<file path="src/sv/lrf_pkg.sv">
package lrf_pkg;

   localparam int DataW   = 8;
   localparam int LenW    = 32;
   localparam int CrcW    = 32;
   localparam int OffW    = 48;
   localparam int LimitW  = 48;
   localparam int CsrDataW = 64;
   localparam int CsrAddrW = 4;

   localparam logic [CrcW-1:0]   CrcPreset  = 32'hFFFF_FFFF;
   localparam logic [CrcW-1:0]   CrcPoly    = 32'hEDB8_8320;
   localparam int                HeaderBytes = 8;
   localparam logic [LimitW-1:0] LimitReset = 48'd67108864;

   // register index is paddr bit 3 (8-byte register spacing)
   localparam logic RegSegmentLimit = 1'b0;

   typedef struct packed {
      logic [LenW-1:0] length;
      logic [CrcW-1:0] crc;
      logic            overflow;
   } rec_end_type;

   typedef struct packed {
      logic [LenW-1:0] payload_length;
      logic [CrcW-1:0] payload_crc;
      logic            start_new_segment;
      logic [OffW-1:0] record_offset;
      logic            length_error;
   } rsp_payload_type;

   // reflected crc-32, one byte, bit at a time
   function automatic logic [CrcW-1:0] crc_byte(input logic [CrcW-1:0] crc,
                                                input logic [DataW-1:0] b);
      logic [CrcW-1:0] c;
      c = crc ^ CrcW'(b);
      for (int i = 0; i < DataW; i++) begin
         c = (c >> 1) ^ (c[0] ? CrcPoly : '0);
      end
      return c;
   endfunction

endpackage

</file>
<file path="src/sv/lrf_req_if.sv">
interface lrf_req_if
   import lrf_pkg::*;
   ();
   logic             valid;
   logic             ready;
   logic [DataW-1:0] data_byte;
   logic             byte_present;
   logic             last_byte;

   modport source(output valid, data_byte, byte_present, last_byte, input ready);
   modport sink(input valid, data_byte, byte_present, last_byte, output ready);
endinterface

</file>
<file path="src/sv/lrf_rsp_if.sv">
interface lrf_rsp_if
   import lrf_pkg::*;
   ();
   logic            valid;
   logic            ready;
   logic [LenW-1:0] payload_length;
   logic [CrcW-1:0] payload_crc;
   logic            start_new_segment;
   logic [OffW-1:0] record_offset;
   logic            length_error;

   modport source(output valid, payload_length, payload_crc, start_new_segment,
                  record_offset, length_error, input ready);
   modport sink(input valid, payload_length, payload_crc, start_new_segment,
                record_offset, length_error, output ready);
endinterface

</file>
<file path="src/sv/lrf_segment.sv">
module lrf_segment
   import lrf_pkg::*;
#(
   parameter int SEGMENT_BITS = 48
) (
   input  logic                clock,
   input  logic                reset,
   input  logic [LimitW-1:0]   limit,
   input  logic                take,
   input  rec_end_type         rec,
   output rsp_payload_type     result
);

   localparam int WideW = (SEGMENT_BITS > LimitW) ? SEGMENT_BITS : LimitW;
   localparam int SumW  = ((SEGMENT_BITS > LenW) ? SEGMENT_BITS : LenW) + 2;

   logic [SEGMENT_BITS-1:0] fill_ff, fill_in;
   logic [SEGMENT_BITS-1:0] limit_seg, offset_seg, fill_sat;
   logic [WideW-1:0]        limit_wide, offset_wide;
   logic [SumW-1:0]         rec_size, fill_x, limit_x, base, total, seg_max;
   logic                    roll;

   always_comb begin
      limit_wide = WideW'(limit);
      limit_seg  = limit_wide[SEGMENT_BITS-1:0];
      fill_x     = SumW'(fill_ff);
      limit_x    = SumW'(limit_seg);
      seg_max    = SumW'({SEGMENT_BITS{1'b1}});
      rec_size   = SumW'(rec.length) + SumW'(HeaderBytes);

      // an empty segment never rolls; one already past the limit always does
      roll = (fill_ff != '0) && ((fill_x > limit_x) || (rec_size > limit_x - fill_x));

      base     = roll ? '0 : fill_x;
      total    = base + rec_size;
      fill_sat = (total > seg_max) ? '1 : total[SEGMENT_BITS-1:0];

      offset_seg  = roll ? '0 : fill_ff;
      offset_wide = WideW'(offset_seg);

      if (rec.overflow) begin
         result = '0;
         result.length_error = 1'b1;
      end else begin
         result.payload_length    = rec.length;
         result.payload_crc       = rec.crc;
         result.start_new_segment = roll;
         result.record_offset     = offset_wide[OffW-1:0];
         result.length_error      = 1'b0;
      end

      fill_in = (take && !rec.overflow) ? fill_sat : fill_ff;
   end

   always_ff @(posedge clock) begin
      if (reset) begin
         fill_ff <= '0;
      end else begin
         fill_ff <= fill_in;
      end
   end

endmodule

</file>
<file path="src/sv/log_record_framer_crc32.sv">
// channel   dir  handshake        payload
// req_ch    in   valid/ready      data_byte, byte_present, last_byte
// rsp_ch    out  valid/ready      payload_length, payload_crc, start_new_segment,
//                                 record_offset, length_error
// apb       in   psel/penable     segment_limit_bytes at byte address 0
//
// one request per cycle while req_ch.ready is high; crc and count update in the cycle a request is taken
// a last request reaches rsp_ch through the record-end register, then
// segment accounting into the output register
// synchronous reset restores crc preset, zero count, empty segment, default limit
// a stalled rsp_ch backs up through the record-end stage to req_ch.ready
module log_record_framer_crc32
   import lrf_pkg::*;
#(
   parameter int LENGTH_BITS  = 32,
   parameter int SEGMENT_BITS = 48
) (
   input  logic                 clock,
   input  logic                 reset,
   lrf_req_if.sink              req_ch,
   lrf_rsp_if.source            rsp_ch,
   input  logic                 psel,
   input  logic                 penable,
   input  logic                 pwrite,
   input  logic [CsrAddrW-1:0]  paddr,
   input  logic [CsrDataW-1:0]  pwdata,
   output logic [CsrDataW-1:0]  prdata,
   output logic                 pready
);

   logic [LimitW-1:0]      limit_ff, limit_in;
   logic [CrcW-1:0]        crc_ff, crc_in, crc_upd;
   logic [LENGTH_BITS-1:0] count_ff, count_in, count_upd;
   logic                   ovf_ff, ovf_in, ovf_upd;
   logic                   b_valid_ff, b_valid_in;
   rec_end_type            b_rec_ff, b_rec_in;
   logic                   rsp_valid_ff, rsp_valid_in;
   rsp_payload_type        rsp_ff, rsp_in, seg_result;
   logic                   req_take, rec_end, b_take, csr_write, cnt_max;

   // configuration
   assign pready    = 1'b1;
   assign csr_write = psel && penable && pwrite && (paddr[CsrAddrW-1] == RegSegmentLimit);
   assign limit_in  = csr_write ? pwdata[LimitW-1:0] : limit_ff;

   always_comb begin
      prdata = '0;
      if (paddr[CsrAddrW-1] == RegSegmentLimit) begin
         prdata = CsrDataW'(limit_ff);
      end
   end

   // handshakes
   assign b_take       = b_valid_ff && (!rsp_valid_ff || rsp_ch.ready);
   assign req_ch.ready = !b_valid_ff || b_take;
   assign req_take     = req_ch.valid && req_ch.ready;
   assign rec_end      = req_take && req_ch.last_byte;

   // per-byte record state
   always_comb begin
      cnt_max   = &count_ff;
      crc_upd   = req_ch.byte_present ? crc_byte(crc_ff, req_ch.data_byte) : crc_ff;
      ovf_upd   = ovf_ff || (req_ch.byte_present && cnt_max);
      count_upd = (req_ch.byte_present && !cnt_max) ? count_ff + LENGTH_BITS'(1) : count_ff;

      crc_in   = crc_ff;
      count_in = count_ff;
      ovf_in   = ovf_ff;
      if (req_take) begin
         if (req_ch.last_byte) begin
            crc_in   = CrcPreset;
            count_in = '0;
            ovf_in   = 1'b0;
         end else begin
            crc_in   = crc_upd;
            count_in = count_upd;
            ovf_in   = ovf_upd;
         end
      end

      b_rec_in.length   = LenW'(count_upd);
      b_rec_in.crc      = ~crc_upd;
      b_rec_in.overflow = ovf_upd;

      b_valid_in = rec_end ? 1'b1 : (b_take ? 1'b0 : b_valid_ff);
      rsp_valid_in = b_take ? 1'b1 : (rsp_ch.ready ? 1'b0 : rsp_valid_ff);
      rsp_in = seg_result;
   end

   lrf_segment #(
      .SEGMENT_BITS(SEGMENT_BITS)
   ) u_segment (
      .clock (clock),
      .reset (reset),
      .limit (limit_ff),
      .take  (b_take),
      .rec   (b_rec_ff),
      .result(seg_result)
   );

   always_ff @(posedge clock) begin
      if (reset) begin
         limit_ff     <= LimitReset;
         crc_ff       <= CrcPreset;
         count_ff     <= '0;
         ovf_ff       <= 1'b0;
         b_valid_ff   <= 1'b0;
         rsp_valid_ff <= 1'b0;
      end else begin
         limit_ff     <= limit_in;
         crc_ff       <= crc_in;
         count_ff     <= count_in;
         ovf_ff       <= ovf_in;
         b_valid_ff   <= b_valid_in;
         rsp_valid_ff <= rsp_valid_in;
      end
   end

   always_ff @(posedge clock) begin
      if (rec_end) begin
         b_rec_ff <= b_rec_in;
      end
      if (b_take) begin
         rsp_ff <= rsp_in;
      end
   end

   assign rsp_ch.valid             = rsp_valid_ff;
   assign rsp_ch.payload_length    = rsp_ff.payload_length;
   assign rsp_ch.payload_crc       = rsp_ff.payload_crc;
   assign rsp_ch.start_new_segment = rsp_ff.start_new_segment;
   assign rsp_ch.record_offset     = rsp_ff.record_offset;
   assign rsp_ch.length_error      = rsp_ff.length_error;

`ifndef ASSERT_OFF
   a_err_zeroes: assert property (@(posedge clock) disable iff (reset)
      rsp_valid_ff && rsp_ff.length_error |->
         rsp_ff.payload_length == '0 && rsp_ff.payload_crc == '0 &&
         !rsp_ff.start_new_segment && rsp_ff.record_offset == '0)
      else $error("rejected record carries nonzero fields");

   a_roll_offset: assert property (@(posedge clock) disable iff (reset)
      rsp_valid_ff && rsp_ff.start_new_segment |-> rsp_ff.record_offset == '0)
      else $error("new segment with nonzero offset");

   a_reset_clear: assert property (@(posedge clock)
      reset |=> crc_ff == CrcPreset && count_ff == '0 && !ovf_ff)
      else $error("record state not cleared by reset");

   a_end_clear: assert property (@(posedge clock) disable iff (reset)
      rec_end |=> crc_ff == CrcPreset && count_ff == '0 && !ovf_ff && b_valid_ff)
      else $error("record state not cleared at record end");
`endif

endmodule

</file>
<file path="src/flat_wrapper.sv">
// flat-port wrapper written by rule: the top's interface ports become plain ports
module log_record_framer_crc32_flat import lrf_pkg::*;
#(
   parameter int LENGTH_BITS  = 32,
   parameter int SEGMENT_BITS = 48
)
  (clock, reset, psel, penable, pwrite, paddr, pwdata, prdata, pready, req_ch_valid, req_ch_data_byte, req_ch_byte_present, req_ch_last_byte, req_ch_ready, rsp_ch_valid, rsp_ch_payload_length, rsp_ch_payload_crc, rsp_ch_start_new_segment, rsp_ch_record_offset, rsp_ch_length_error, rsp_ch_ready);
  lrf_req_if req_ch_i ();
  lrf_rsp_if rsp_ch_i ();
  input  logic clock;
  input  logic reset;
  input  logic psel;
  input  logic penable;
  input  logic pwrite;
  input  logic [CsrAddrW-1:0] paddr;
  input  logic [CsrDataW-1:0] pwdata;
  output logic [CsrDataW-1:0] prdata;
  output logic pready;
  input wire logic [$bits(req_ch_i.valid)-1:0] req_ch_valid;
  input wire logic [$bits(req_ch_i.data_byte)-1:0] req_ch_data_byte;
  input wire logic [$bits(req_ch_i.byte_present)-1:0] req_ch_byte_present;
  input wire logic [$bits(req_ch_i.last_byte)-1:0] req_ch_last_byte;
  output wire logic [$bits(req_ch_i.ready)-1:0] req_ch_ready;
  output wire logic [$bits(rsp_ch_i.valid)-1:0] rsp_ch_valid;
  output wire logic [$bits(rsp_ch_i.payload_length)-1:0] rsp_ch_payload_length;
  output wire logic [$bits(rsp_ch_i.payload_crc)-1:0] rsp_ch_payload_crc;
  output wire logic [$bits(rsp_ch_i.start_new_segment)-1:0] rsp_ch_start_new_segment;
  output wire logic [$bits(rsp_ch_i.record_offset)-1:0] rsp_ch_record_offset;
  output wire logic [$bits(rsp_ch_i.length_error)-1:0] rsp_ch_length_error;
  input wire logic [$bits(rsp_ch_i.ready)-1:0] rsp_ch_ready;
  assign req_ch_i.valid = req_ch_valid;
  assign req_ch_i.data_byte = req_ch_data_byte;
  assign req_ch_i.byte_present = req_ch_byte_present;
  assign req_ch_i.last_byte = req_ch_last_byte;
  assign req_ch_ready = req_ch_i.ready;
  assign rsp_ch_valid = rsp_ch_i.valid;
  assign rsp_ch_payload_length = rsp_ch_i.payload_length;
  assign rsp_ch_payload_crc = rsp_ch_i.payload_crc;
  assign rsp_ch_start_new_segment = rsp_ch_i.start_new_segment;
  assign rsp_ch_record_offset = rsp_ch_i.record_offset;
  assign rsp_ch_length_error = rsp_ch_i.length_error;
  assign rsp_ch_i.ready = rsp_ch_ready;
  log_record_framer_crc32 #(.LENGTH_BITS(LENGTH_BITS), .SEGMENT_BITS(SEGMENT_BITS)) u_core (.clock(clock), .reset(reset), .req_ch(req_ch_i), .rsp_ch(rsp_ch_i), .psel(psel), .penable(penable), .pwrite(pwrite), .paddr(paddr), .pwdata(pwdata), .prdata(prdata), .pready(pready));
endmodule
</file>
<file path="config.mk">
export PLATFORM = sky130hd
export DESIGN_NAME = log_record_framer_crc32_flat
export DESIGN_NICKNAME = d
export VERILOG_FILES = /design/src/sv/lrf_pkg.sv /design/src/sv/lrf_req_if.sv /design/src/sv/lrf_rsp_if.sv /design/src/sv/lrf_segment.sv /design/src/sv/log_record_framer_crc32.sv /design/src/flat_wrapper.sv
export SDC_FILE = /design/constraint.sdc
export NUM_CORES = 1
export LEC_CHECK = 0
export BUFFER_PORTS_ARGS = -buffer_cell sky130_fd_sc_hd__buf_2
export CAP_MARGIN = 20
export CORE_ASPECT_RATIO = 0.7
export CORE_UTILIZATION = 35
export DETAILED_ROUTE_END_ITERATION = 8
export REMOVE_ABC_BUFFERS = 1
export SLEW_MARGIN = 20
export SYNTH_ARGS = -nofsm -noshare
export SYNTH_HDL_FRONTEND = slang
export SYNTH_SLANG_ARGS = --single-unit
</file>
<file path="constraint.sdc">
create_clock -name clock -period 11.9 [get_ports clock]
set_clock_uncertainty 0.1 [all_clocks]
set_input_delay 2.38 -clock clock [delete_from_list [all_inputs] [get_ports clock]]
set_output_delay 2.38 -clock clock [all_outputs]
set_load 0.05 [all_outputs]
</file>
==> results of run 1 <==
-- state kept, by name (all words and copies together), names as in the netlist --
signal                           cells
u_core.rsp_ch.payload_crc           32
u_core.b_rec_ff                     65
u_core.rsp_ch.record_offset         48
u_core.rsp_ch.valid                  1
u_core.crc_ff                       32
u_core.count_ff                     32
u_core.b_valid_ff                    1
u_core.limit_ff                     48
u_core.ovf_ff                        1
u_core.u_segment.fill_ff            48
u_core.rsp_ch.start_new_segment      1
u_core.rsp_ch.length_error           1
u_core.rsp_ch.payload_length        32
-- cells in the final DEF (no fill, tap or decap), types with 13 or more instances in the layout --
cell       instances
o21ai_0           86
nand2_1          257
and4_1            13
buf_4             18
buf_2            228
and3_1            25
clkbuf_16         40
ha_1             116
nor4_1            23
or3_1             14
conb_1            17
a221oi_1          37
inv_1             88
mux2i_1           26
xor2_1            63
nor2b_1          118
nor3_1            80
nand4_1           43
a21oi_1          175
a21o_1            37
nor2_1           150
nand3_1           48
o211ai_1          44
a211oi_1          16
a22oi_1           20
edfxtp_1         179
dfxtp_1          163
xnor2_1          130
-- final timing paths --
check        slack (ps)                            to                        start  cells past startpoint
min reg2reg         360            u_core.limit_ff[0]           u_core.limit_ff[0]                      2
max                1700  u_core.u_segment.fill_ff[16]  u_core.u_segment.fill_ff[5]                     37
max reg2reg        1700  u_core.u_segment.fill_ff[16]  u_core.u_segment.fill_ff[5]                     37
min                 360            u_core.limit_ff[0]           u_core.limit_ff[0]                      2
-- cell families after synthesis --
kind of cell	after synthesis	synth area share, %
simple gates	813	19.5
compound gates	519	16.6
flops	342	42.4
buf+inv	217	4.47
xor+xnor	193	8.30
fa+ha+maj	118	7.32
mux	26	1.28
other cells	2	0.0369
-- layer usage --
layer | vias up | part of all wire, %
met3 | 82 | 9.7
met5 | - | 0.013
li1 | 8368 | -
met2 | 654 | 38
met4 | 2 | 1.8
met1 | 8447 | 50
-- critical path: cells and delay by family (launching register included) --
family,cells,cell delay [ps]
buf+inv,4,690
xor+xnor,1,170
simple gates,9,2630
fa+ha+maj,4,1240
flops,1,330
compound gates,19,4830
-- final cells by class --
| class | instances | area [um^2] | area share [%] |
|---|---|---|---|
| multi-input cells | 1686 | 10900 | 46.6 |
| flip-flops and latches | 342 | 8640 | 37.0 |
| repair buffers | 246 | 1280 | 5.46 |
| clock buffers | 48 | 1040 | 4.46 |
| well taps | 750 | 938 | 4.02 |
| inverters | 90 | 340 | 1.46 |
| clock inverters | 24 | 240 | 1.03 |
-- through the flow --
| stage | area (um^2) | hold slack, ps | setup slack [ps] | util (%) | power [uW] |
|---|---|---|---|---|---|
| final | 23400 | 361 | 1700 | 40.9 | 3290 |
| after global routing | 23400 | 398 | 1210 | 40.9 | 3430 |
| after CTS | 23400 | 366 | 2220 | 40.9 | 3310 |
| after detailed placement | 22100 | 358 | 2290 | 38.7 | 2070 |
| after global placement | 22100 | 347 | 2600 | 38.7 | 2050 |
| after floorplan | 19800 | 330 | 3120 | - | 1860 |
-- power groups by stage --
| stage | registers (uW) | logic (uW) | clock network (uW) |
|---|---|---|---|
| 6_report | 1330 | 732 | 1230 |
| 5_1_grt | 1330 | 798 | 1300 |
| 4_1_cts | 1330 | 720 | 1260 |
| 3_5_place_dp | 1350 | 715 | 0 |
| 3_3_place_gp | 1350 | 705 | 0 |
| 2_1_floorplan | 1380 | 478 | 0 |
==> results by group, run 1 <==
Outcome
  – Status: complete, no violations

Finish
  – Ant. Diodes: 0
  – Area Overhead vs Synth: 14.7%
  – Layout Cells excl Fill: 3186
  – Fillers: 5701
  – Fin nets: 2608
  – Ratio of cells with drive above 1 in the final layout: 13.5%

STA
  – Setup violators final: 0
  – Final Hold Viols: 0
  – Normalized max-slew margin: 26.7%
  – Slew @ Worst Pin: 1070 ps
  – RSZ-0062 raised after global routing: false
  – Highest clock rate: 98.1 MHz
  – Post-Route Setup TNS: 0 ps
  – Final critical-path share of the clock period: 85.7%
  – Fin. max-slew vios: 0
  – Final min period: 10200 ps

Clocking
  – Resized cells post-CTS: 0
  – Clk slew on worst S/H paths: 60 ps
  – TritonCTS clock tree: built
  – CTS H-tree lvls: 2
  – CTS Hold Buffers Added: 0
  – Clk_lat worst skew: 580 ps
  – CTS Buffer Depth: 3
  – TritonCTS buffer count: 39
  – CTS root buffer: clkbuf_16
  – Post-CTS Repair Setup Buffers: 0
  – Clk sink count: 342

Floorplan
  – Die Width: 290 um
  – Die height: 204 um
  – Initial core utilization: 35.7%
  – Core footprint: 57100 um^2
  – Top Ports: 266
  – Die Area: 59200 um^2
  – Rows: 73

Setup path
  – Crit end category: flop
  – CP dominant cell by count: o21ai_0
  – CP arrival: 10520 ps
  – CP Launch Type: flop
  – Crit Path Class: flop to flop
  – CP required: 12230 ps
  – Critical path's largest stage delay: 580 ps
  – Crit Path Max Fanout: 38
  – CP max-delay cell: o21ai_0

Pwr
  – Power per cell area: 141 nW/um^2
  – Clock share of power: 37.5%
  – Combinational share of power: 22.3%
  – Pleak: 0.00951 uW
  – Net Sw Power: 1020 uW
  – Switching share of power: 31.0%
  – Peak VDD IR: 0.0873 mV
  – Sequential Power Share: 40.3%
  – Pint: 2270 uW

GRT
  – Met2 usage: 27.4%
  – Initial antenna violation count: 3
  – GRT Max-Usage Layer: met1
  – Total global-route track usage: 20.8%
  – First-pass GRT wire length: 95.9 mm
  – Met3 Use GR: 5.93%
  – Total gr overflow: 0
  – Vias in the first global route: 16200
  – Largest net degree at the start of global routing: 83
  – Met1 usage: 32.6%

Logic synthesis
  – Main area contributors after synthesis: edfxtp_1, dfxtp_1, ha_1
  – Average size of a mapped cell: 9.13 um^2
  – Netlist Area Pre-Place: 20400 um^2
  – Share of the synthesized area in the top cell type: 26.4%
  – Ys flop type: edfxtp_1
  – Post-synth EDFFs: 179
  – Gate count of the mapped netlist: 2230
  – Synth Register Bits: 342
  – Total of warnings raised by yosys: 0
  – Synth unique cells: 71
  – Most numerous cell in the Yosys netlist: nand2_1
  – Async set or reset register ratio after synthesis: 0%
  – Post-synth top area cell: edfxtp_1
  – Synth top cells by count: nand2_1, edfxtp_1, a21oi_1
  – Sequential fraction of the synthesis area: 42.4%

Place
  – Gpl congestion: 0.986
  – I/O Buffers: 229
  – Number of instances in the placed design: 3114
  – Hpwl dp: 47.7 mm

Drt
  – DR pass1 iterations: 5
  – Final ANT Viol Nets: 0
  – DRC errors left: 0
  – Initial drt markers: 1624
  – Via count: 17600
  – Final WL: 63.5 mm
  – Avg WL per Cell: 19.9 um
  – Post-DR vias/cell: 5.51

Flow run
  – Max-cap violations: 0

Min path
  – Hold WC Path Type: flop to flop
No activity file was read; power rests on OpenSTA's default activity.
==> run 2, diff against run 1 <==
CTS_BUF_LIST = sky130_fd_sc_hd__clkbuf_2 sky130_fd_sc_hd__clkbuf_4 sky130_fd_sc_hd__clkbuf_8   (was not set)
==> results by group, run 2 (synthesis gave the netlist of run 1 again) <==
GRT
  – Vias in the first global route: 16300
  – Largest net degree at the start of global routing: 83
  – Total global-route track usage: 21.0%
  – Total gr overflow: 0
  – Initial antenna violation count: 5
  – First-pass GRT wire length: 96.4 mm

Setup path
  – CP max-delay cell: o21ai_0
  – Critical path's largest stage delay: 560 ps
  – Top delay family on crit path: compound AO/OA/AOI/OAI gates
  – CP Launch Type: flop
  – CP dominant cell by count: o21ai_0
  – Crit end category: flop
  – CP required: 12310 ps
  – CP arrival: 10540 ps
  – Crit Path Max Fanout: 38
  – CP bufs+invs: 4
  – Crit Path Class: flop to flop

STA
  – Slew @ Worst Pin: 1130 ps
  – Final critical-path share of the clock period: 85.1%
  – Highest clock rate: 98.7 MHz
  – Final Hold Viols: 0
  – Fin. max-slew vios: 0
  – Setup violators final: 0
  – Final min period: 10130 ps
  – Post-Route Setup TNS: 0 ps
  – Normalized max-slew margin: 22.8%
  – RSZ-0062 raised after global routing: false

Clocking
  – Resized cells post-CTS: 0
  – Clk_lat worst skew: 660 ps
  – CTS Buffer Depth: 3
  – CTS Hold Buffers Added: 0
  – CTS root buffer: clkbuf_8
  – Clk sink count: 342
  – Post-CTS Repair Setup Buffers: 0
  – TritonCTS clock tree: built
  – TritonCTS buffer count: 56
  – Clk slew on worst S/H paths: 70 ps
  – CTS H-tree lvls: 2

Floorplan
  – Core footprint: 57100 um^2
  – Die Area: 59200 um^2
  – Rows: 73
  – Die height: 204 um
  – Initial core utilization: 35.7%
  – Top Ports: 266
  – Die Width: 290 um

Pwr
  – Clock share of power: 36.2%
  – Net Sw Power: 1010 uW
  – Power per cell area: 138 nW/um^2
  – Peak VDD IR: 0.0703 mV
  – Switching share of power: 31.3%
  – Sequential Power Share: 41.1%
  – Combinational share of power: 22.7%
  – Pint: 2210 uW
  – Pleak: 0.00955 uW

Place
  – Number of instances in the placed design: 3114
  – Hpwl dp: 47.7 mm
  – I/O Buffers: 229
  – Gpl congestion: 0.986

Finish
  – Fin nets: 2625
  – Number of flip-flops in the largest register: 65
  – Fillers: 5712
  – Most frequent cells in the layout: nand2_1, buf_2, edfxtp_1
  – Layout Cells excl Fill: 3220
  – Top reg by flops: u_core.b_rec_ff
  – Ratio of cells with drive above 1 in the final layout: 14.9%
  – Area Overhead vs Synth: 14.6%
  – Final Core Density: 40.9%
  – Commonest non-fill, non-tap cell in the layout: nand2_1

Drt
  – Initial drt markers: 1622
  – Final WL: 63.7 mm
  – Via count: 17700
  – Final ANT Viol Nets: 0
  – Post-DR vias/cell: 5.48
  – DRC errors left: 0
  – DR pass1 iterations: 7
  – Avg WL per Cell: 19.8 um

Flow run
  – Max-cap violations: 0

Outcome
  – Status: complete, no violations

Min path
  – Hold WC Path Type: flop to flop
[run 2: cell types whose count changed in the layout (fill, tap and decap cells not counted), sizes merged]
cell,before,now
diode,0,1
clkbuf,48,80
clkinv,15,18
clkinvlp,2,1
inv,93,91
bufinv,4,5
[run 2: worst reg2reg max path: cells and delay by family, from the launching register on]
kind	cells	cell delay [ps]
AO/OA/AOI/OAI	19	4820
XOR/XNOR	1	170
adder cells (fa/ha/maj)	4	1240
buffers and inverters	4	690
flip-flops	1	330
AND/OR/NAND/NOR	9	2640
[run 2: final timing paths]
path	start	endpoint	slack, ps	cells after the start
hold reg to reg	u_core.limit_ff[0]	u_core.limit_ff[0]	360	2
setup reg to reg	u_core.u_segment.fill_ff[5]	u_core.u_segment.fill_ff[19]	1770	37
hold / removal	u_core.limit_ff[0]	u_core.limit_ff[0]	360	2
setup / recovery	u_core.u_segment.fill_ff[5]	u_core.u_segment.fill_ff[19]	1770	37
[run 2: layer usage]
| metal | part of all wire [%] | up-vias | GRT usage [%] |
|---|---|---|---|
| met1 | 50 | 8478 | 32.7 |
| met4 | 1.7 | 4 | 4.52 |
| met5 | 0.033 | - | 0 |
| li1 | - | 8404 | - |
| met3 | 10 | 91 | 6.59 |
| met2 | 38 | 680 | 27.2 |
[run 2: metrics by stage]
| stage | area [um^2] | worst slack, ps | power (uW) | hold slack (ps) |
|---|---|---|---|---|
| floorplan | 19800 | 3120 | 1860 | 330 |
| global placement | 22100 | 2600 | 2050 | 347 |
| detailed placement | 22100 | 2290 | 2070 | 358 |
| CTS | 23300 | 2240 | 3240 | 367 |
| global route | 23300 | 1260 | 3380 | 399 |
| finish | 23300 | 1770 | 3220 | 361 |
[run 2: power groups by stage]
stage / logic (uW) / registers (uW) / clock network (uW)
floorplan: 478 / 1380 / 0
global placement: 705 / 1350 / 0
detailed placement: 715 / 1350 / 0
CTS: 720 / 1330 / 1200
global route: 798 / 1330 / 1250
finish: 731 / 1330 / 1170
[run 2: cell type report]
class	instances	area (um^2)	area share, %
Sequential cell	342	8640	37.0
Clock inverter	25	245	1.05
Inverter	90	340	1.46
Antenna cell	1	2.50	0.0107
Clock buffer	80	1010	4.34
Multi-Input combinational cell	1686	10900	46.6
Timing Repair Buffer	246	1280	5.47
Tap cell	750	938	4.02
